### src/sv/qas_pkg.sv
package qas_pkg;

    typedef enum logic [1:0] {
        KIND_BYTE = 2'd0,
        KIND_END  = 2'd1,
        KIND_BSL  = 2'd2,
        KIND_QUOT = 2'd3
    } kind_t;

    typedef enum logic [1:0] {
        QM_NONE   = 2'd0,
        QM_SINGLE = 2'd1,
        QM_DOUBLE = 2'd2
    } quote_mode_t;

    localparam logic [7:0] CHAR_NUL       = 8'h00;
    localparam logic [7:0] CHAR_BACKSLASH = 8'h5c;
    localparam logic [7:0] CHAR_SQUOTE    = 8'h27;
    localparam logic [7:0] CHAR_DQUOTE    = 8'h22;
    localparam logic [7:0] CHAR_SPACE     = 8'h20;
    localparam logic [7:0] CHAR_TAB       = 8'h09;
    localparam logic [7:0] CHAR_CR        = 8'h0d;

    typedef struct packed {
        quote_mode_t quote_mode;
        logic        escape_pending;
        logic        word_started;
    } parse_state_t;

    typedef struct packed {
        logic       emit;
        kind_t      kind;
        logic [7:0] word_byte;
    } parse_result_t;

endpackage

### src/sv/qas_step.sv
module qas_step
(
    input  logic [7:0]            text_byte,
    input  qas_pkg::parse_state_t cur_state,
    output qas_pkg::parse_state_t nxt_state,
    output qas_pkg::parse_result_t result
);

    logic               blank;
    logic               is_quote;
    qas_pkg::quote_mode_t hit_mode;

    assign blank = (text_byte == qas_pkg::CHAR_SPACE)
                || (text_byte >= qas_pkg::CHAR_TAB && text_byte <= qas_pkg::CHAR_CR);
    assign is_quote = (text_byte == qas_pkg::CHAR_SQUOTE)
                   || (text_byte == qas_pkg::CHAR_DQUOTE);
    assign hit_mode = (text_byte == qas_pkg::CHAR_SQUOTE) ? qas_pkg::QM_SINGLE
                                                          : qas_pkg::QM_DOUBLE;

    always_comb
    begin
        nxt_state        = cur_state;
        result.emit      = 1'b0;
        result.kind      = qas_pkg::KIND_BYTE;
        result.word_byte = 8'd0;

        if (text_byte == qas_pkg::CHAR_NUL)
        begin
            // end of string: report and return to idle
            nxt_state.quote_mode     = qas_pkg::QM_NONE;
            nxt_state.escape_pending = 1'b0;
            nxt_state.word_started   = 1'b0;
            if (cur_state.escape_pending)
            begin
                result.emit = 1'b1;
                result.kind = qas_pkg::KIND_BSL;
            end
            else if (cur_state.quote_mode != qas_pkg::QM_NONE)
            begin
                result.emit = 1'b1;
                result.kind = qas_pkg::KIND_QUOT;
            end
            else if (cur_state.word_started)
            begin
                result.emit = 1'b1;
                result.kind = qas_pkg::KIND_END;
            end
        end
        else if (cur_state.escape_pending)
        begin
            nxt_state.escape_pending = 1'b0;
            nxt_state.word_started   = 1'b1;
            result.emit              = 1'b1;
            result.word_byte         = text_byte;
        end
        else if (cur_state.quote_mode == qas_pkg::QM_NONE && blank)
        begin
            if (cur_state.word_started)
            begin
                nxt_state.word_started = 1'b0;
                result.emit            = 1'b1;
                result.kind            = qas_pkg::KIND_END;
            end
        end
        else
        begin
            nxt_state.word_started = 1'b1;
            if (text_byte == qas_pkg::CHAR_BACKSLASH
                && cur_state.quote_mode != qas_pkg::QM_SINGLE)
            begin
                nxt_state.escape_pending = 1'b1;
            end
            else if (is_quote && cur_state.quote_mode == qas_pkg::QM_NONE)
            begin
                nxt_state.quote_mode = hit_mode;
            end
            else if (is_quote && cur_state.quote_mode == hit_mode)
            begin
                nxt_state.quote_mode = qas_pkg::QM_NONE;
            end
            else
            begin
                // any other byte is literal, including the other quote kind inside a run
                result.emit      = 1'b1;
                result.word_byte = text_byte;
            end
        end
    end

endmodule

### src/sv/quoted_argument_splitter.sv
// channel   direction  payload
// in        request    text_byte[7:0]
// out       result     kind[1:0], word_byte[7:0]
//
// one byte accepted per cycle while the output is not stalled; a result passes
// through the input register and then the result register.
// the parse state updates as a byte moves from the input register to the
// result register, so a stalled output holds the input register in place.
// rst_n clears the parse state and both valid flags.
module quoted_argument_splitter
(
    input  logic       clk,
    input  logic       rst_n,
    input  logic       in_valid,
    output logic       in_ready,
    input  logic [7:0] text_byte,
    output logic       out_valid,
    input  logic       out_ready,
    output logic [1:0] kind,
    output logic [7:0] word_byte
);

    logic                   in_valid_reg;
    logic [7:0]             in_byte_reg;
    qas_pkg::parse_state_t  state_reg;
    qas_pkg::parse_state_t  state_next;
    qas_pkg::parse_result_t step_result;
    logic                   out_valid_reg;
    logic [1:0]             kind_reg;
    logic [7:0]             word_byte_reg;
    logic                   advance;

    assign advance  = in_valid_reg && (!out_valid_reg || out_ready);
    assign in_ready = !in_valid_reg || advance;

    qas_step u_step
    (
        .text_byte (in_byte_reg),
        .cur_state (state_reg),
        .nxt_state (state_next),
        .result    (step_result)
    );

    always_ff @(posedge clk or negedge rst_n)
    begin
        if (!rst_n)
        begin
            in_valid_reg             <= 1'b0;
            out_valid_reg            <= 1'b0;
            state_reg.quote_mode     <= qas_pkg::QM_NONE;
            state_reg.escape_pending <= 1'b0;
            state_reg.word_started   <= 1'b0;
        end
        else
        begin
            if (in_valid && in_ready)
            begin
                in_valid_reg <= 1'b1;
            end
            else if (advance)
            begin
                in_valid_reg <= 1'b0;
            end

            if (advance)
            begin
                state_reg     <= state_next;
                out_valid_reg <= step_result.emit;
            end
            else if (out_ready)
            begin
                out_valid_reg <= 1'b0;
            end
        end
    end

    always_ff @(posedge clk)
    begin
        if (in_valid && in_ready)
        begin
            in_byte_reg <= text_byte;
        end
        if (advance)
        begin
            kind_reg      <= step_result.kind;
            word_byte_reg <= step_result.word_byte;
        end
    end

    assign out_valid = out_valid_reg;
    assign kind      = kind_reg;
    assign word_byte = word_byte_reg;

endmodule
### config.mk
export PLATFORM = sky130hd
export DESIGN_NAME = quoted_argument_splitter
export DESIGN_NICKNAME = d
export VERILOG_FILES = /design/src/sv/qas_pkg.sv /design/src/sv/qas_step.sv /design/src/sv/quoted_argument_splitter.sv
export SDC_FILE = /design/constraint.sdc
export NUM_CORES = 1
export LEC_CHECK = 0
export BUFFER_PORTS_ARGS = -buffer_cell sky130_fd_sc_hd__buf_2
export CAP_MARGIN = 20
export CORE_MARGIN = 2
export CORE_UTILIZATION = 52
export DETAILED_ROUTE_END_ITERATION = 10
export PLACE_DENSITY = 0.89
export SYNTH_ARGS = -nofsm -noshare
export SYNTH_HDL_FRONTEND = slang
export SYNTH_SLANG_ARGS = --single-unit
### constraint.sdc
create_clock -name clk -period 2.5 [get_ports clk]
set_input_delay 0.125 -clock clk [delete_from_list [all_inputs] [get_ports clk]]
set_output_delay 0.125 -clock clk [all_outputs]
set_load 0.05 [all_outputs]
==> results.md <==
* 0 — warnings from Yosys
* 10 — hold buffer count at cts
* 874 — DR vias
* sky130_fd_sc_hd__edfxtp_1 — library cell occupying the most area in the post-synthesis netlist
* 1260 µm² — Placed Area
* 1130 µm² — Post-Synthesis Cell Area
* 25.0% — Post-synth ARST share
* 3380 µm — wire length of the first global-routing pass
* 833 µW — Power, Total
* 16 — number of placement rows
* 408 µm² — area of the multi-input gates
* 5.75 — via density per instance
* 4 — number of optimization iterations in the first detailed-route pass
* 0.47 ns — slack of the worst reg-to-reg path
* 691 µm² — combined flip-flop and latch cell area
* 0 — Setup Fix Bufs, Post-CTS
* 0 — remaining antenna violation count
* 24 — IO Count
* sky130_fd_sc_hd__buf_2 — most common cell after layout, fill and taps aside
* 0 — residual DRC count
* 1530 µm — estimated wirelength of the detail-placed design
* met2 — busiest layer in global routing
* 2 — CTS max path bufs
* nor4_1, a41oi_1, nor4_2, mux2_2 — CP Cell Sequence
* 20.6% — met1 layer usage reported by global route
* 50.6 µm — die extent in x
* flop — CP Launch Type
* 24 — clock sinks
* 0.000576 µW — leakage power
* 4 — Stages on worst setup path
* 69.7% — final core occ
* 0 — antenna violations before repair
* 0.0906 ns — Post-Route Hold Slack
* in_byte_reg[2] — r2r startpoint
* 104 — Syn Nets
* 23.8% — area added between synthesis and finish
* 765 — via count of the first global-routing pass
* 0 — post-CTS sizing
* out_ready — Worst Hold Launch
* 23 — number of buffers added on ports
* 36 — post-synth cell types
* sky130_fd_sc_hd__clkbuf_4 — root cell of the clock tree
* sky130_fd_sc_hd__edfxtp_1 — most used flip-flop cell after synthesis
* 493 MHz — upper clock frequency limit
* primary input to flop — Tightest Hold Check Type
* 143 — Layout fillers
* 3 — count of cells along the worst hold path
* no — RSZ-0062 raised after global routing
* flop to flop — path type of the worst setup path
* 2.03 ns — minimum clock period after layout
* 12.3 µm² — Mapped Avg Cell Area
* 61.3% — part of the Yosys area used for sequential elements
* 92 — Synth Instances
* 2.25 ns — arrival time at the worst endpoint
* 33.6% — met2 usage
* 27.2% — layout cells sized above 1
* sky130_fd_sc_hd__nor4_1 — Critical-path top delay cell
* 56.3% — Initial Util
* 14 — largest net degree at the start of global routing
* 0 — final setup violation count
* 12 — initial detailed-routing violation count
* 138 — total number of nets in the final design
* 0.13 ns — clock transition at the register clock pins on the worst setup and hold paths after CTS
* 597 nW/µm² — Pwr Density
* 1 — CTS H-tree depth
* flop — critical path capture point type
* built — clock tree from TritonCTS
* 0 — count of max-cap constraint violations
* 13.9 µm — wire length per cell
* 0.32 ns — clock latency of the later-clocked register in the worst-skew pair
* 3 — clock buffer count from CTS
* finished, final reports clean — run status
* 18.0% — Total GRT Usage
* 18 — EDFF count, synth
* simple AND/OR/NAND/NOR gates — largest delay contributor family on the critical path
* 0 — total grt overflow
* 2120 µm — wire length reported by the detailed router
* 0 — buffers and inverters on the worst path
* 1400 µm² — post-route cell area
* 0 — number of hold violations in the final report
* 0.892 — global placer's final weighted congestion
* 2.68% — met3 capacity usage during global routing
* sky130_fd_sc_hd__edfxtp_1, sky130_fd_sc_hd__dfrtp_1, sky130_fd_sc_hd__and3_1, sky130_fd_sc_hd__nand2_1, sky130_fd_sc_hd__and2_1 — synth top area cells
* sky130_fd_sc_hd__buf_2, sky130_fd_sc_hd__edfxtp_1, sky130_fd_sc_hd__dlygate4sd3_1, sky130_fd_sc_hd__nand2_1, sky130_fd_sc_hd__and3_1 — commonest non-fill, non-tap cells in the layout
* 62.8% — Worst slew margin
* 50.6 µm — y dimension of the die
* 517 µV — Max IR drop VDD
* out_valid — endpoint of the worst hold-timing path
* 24 — synthesis-stage register bit count
* 2000 µm² — Core Box Area
* 11 — Crit Path Max Fanout
* 0 ns — Final TNS setup
* 0 — number of antenna cells inserted
* 2560 µm² — die area
* 0.553 ns — Worst Max-Slew Pin Slew
* 47.9% — post-synth top area share
* state_reg[2] — R2R Path End
* 0 — number of max-slew violations in the final report
* 2.72 ns — Data required, critical path
* 81.1% — share of the cycle needed by the critical path after routing
* 4 — number of cells traversed by the worst register-to-register path
* 0.57 ns — largest stage delay on the critical path
* 0.00241 ns — skew final
==> layer usage <==
layer,vias up,share of wire [%]
met2,45,53
met5,-,0
li1,417,-
met3,10,4.9
met4,0,3.0
met1,402,39
==> report_power, final <==
part	leakage, µW	switching [µW]	internal [µW]
Sequential	0.000248	23.0	462
Clock	0.0000210	117	89.2
Combinational	0.000307	95.2	46.7
Total	0.000576	235	598
==> worst reg2reg max path: stages (launching register included) <==
cell and delay [ns]:
sky130_fd_sc_hd__edfxtp_1 0.56, sky130_fd_sc_hd__nor4_1 0.57, sky130_fd_sc_hd__a41oi_1 0.11, sky130_fd_sc_hd__nor4_2 0.30, sky130_fd_sc_hd__mux2_2 0.39
==> metrics by stage <==
step	std cells	setup WS, ns
after floorplan	92	0.587
after global placement	138	0.554
after detailed placement	138	0.508
after CTS	152	0.503
after global routing	152	0.337
final	152	0.473
==> synth_stat cells (2+ instances only) <==
| cell | number |
|---|---|
| sky130_fd_sc_hd__buf_2 | 2 |
| sky130_fd_sc_hd__dfrtp_1 | 6 |
| sky130_fd_sc_hd__mux2_2 | 2 |
| sky130_fd_sc_hd__nand2_1 | 7 |
| sky130_fd_sc_hd__o2111ai_1 | 2 |
| sky130_fd_sc_hd__nor4_1 | 3 |
| sky130_fd_sc_hd__o31ai_1 | 2 |
| sky130_fd_sc_hd__nor2_1 | 5 |
| sky130_fd_sc_hd__edfxtp_1 | 18 |
| sky130_fd_sc_hd__inv_1 | 3 |
| sky130_fd_sc_hd__and3_1 | 7 |
| sky130_fd_sc_hd__and2_1 | 4 |
| sky130_fd_sc_hd__clkbuf_1 | 2 |
| sky130_fd_sc_hd__o21ai_0 | 2 |
| sky130_fd_sc_hd__nor3_1 | 3 |
| sky130_fd_sc_hd__nand2b_1 | 4 |
==> cells by family (layout without fill, tap and decap cells) <==
kind of cell / after synthesis / count (layout) / share of synthesized area, %
DFF: 24 / 24 / 61.3
and+or+nand+nor: 45 / 45 / 25.1
muxes: 2 / 2 / 2.00
xor gates and xnor gates: 1 / 1 / 0.777
AOI/OAI and AO/OA: 13 / 13 / 8.32
buffers and inverters: 7 / 40 / 2.55
==> worst max path at each step <==
stage | start | endpoint | slack [ns]
floorplan | in_byte_reg[4] | word_byte[0] | 0.59
global placement | in_byte_reg[2] | state_reg[2] | 0.55
detailed placement | in_byte_reg[4] | word_byte[0] | 0.51
CTS | in_byte_reg[4] | word_byte[0] | 0.50
global route | in_byte_reg[2] | state_reg[2] | 0.34
finish | in_byte_reg[2] | state_reg[2] | 0.47
==> area by class of cell <==
cell class,count,area share (%)
Clock buffer,4,2.60
Inverter,3,0.807
Multi-Input combinational cell,61,29.2
Sequential cell,24,49.5
Tap cell,27,2.42
Timing Repair Buffer,33,15.4
Power figures use the tool's default switching activity.
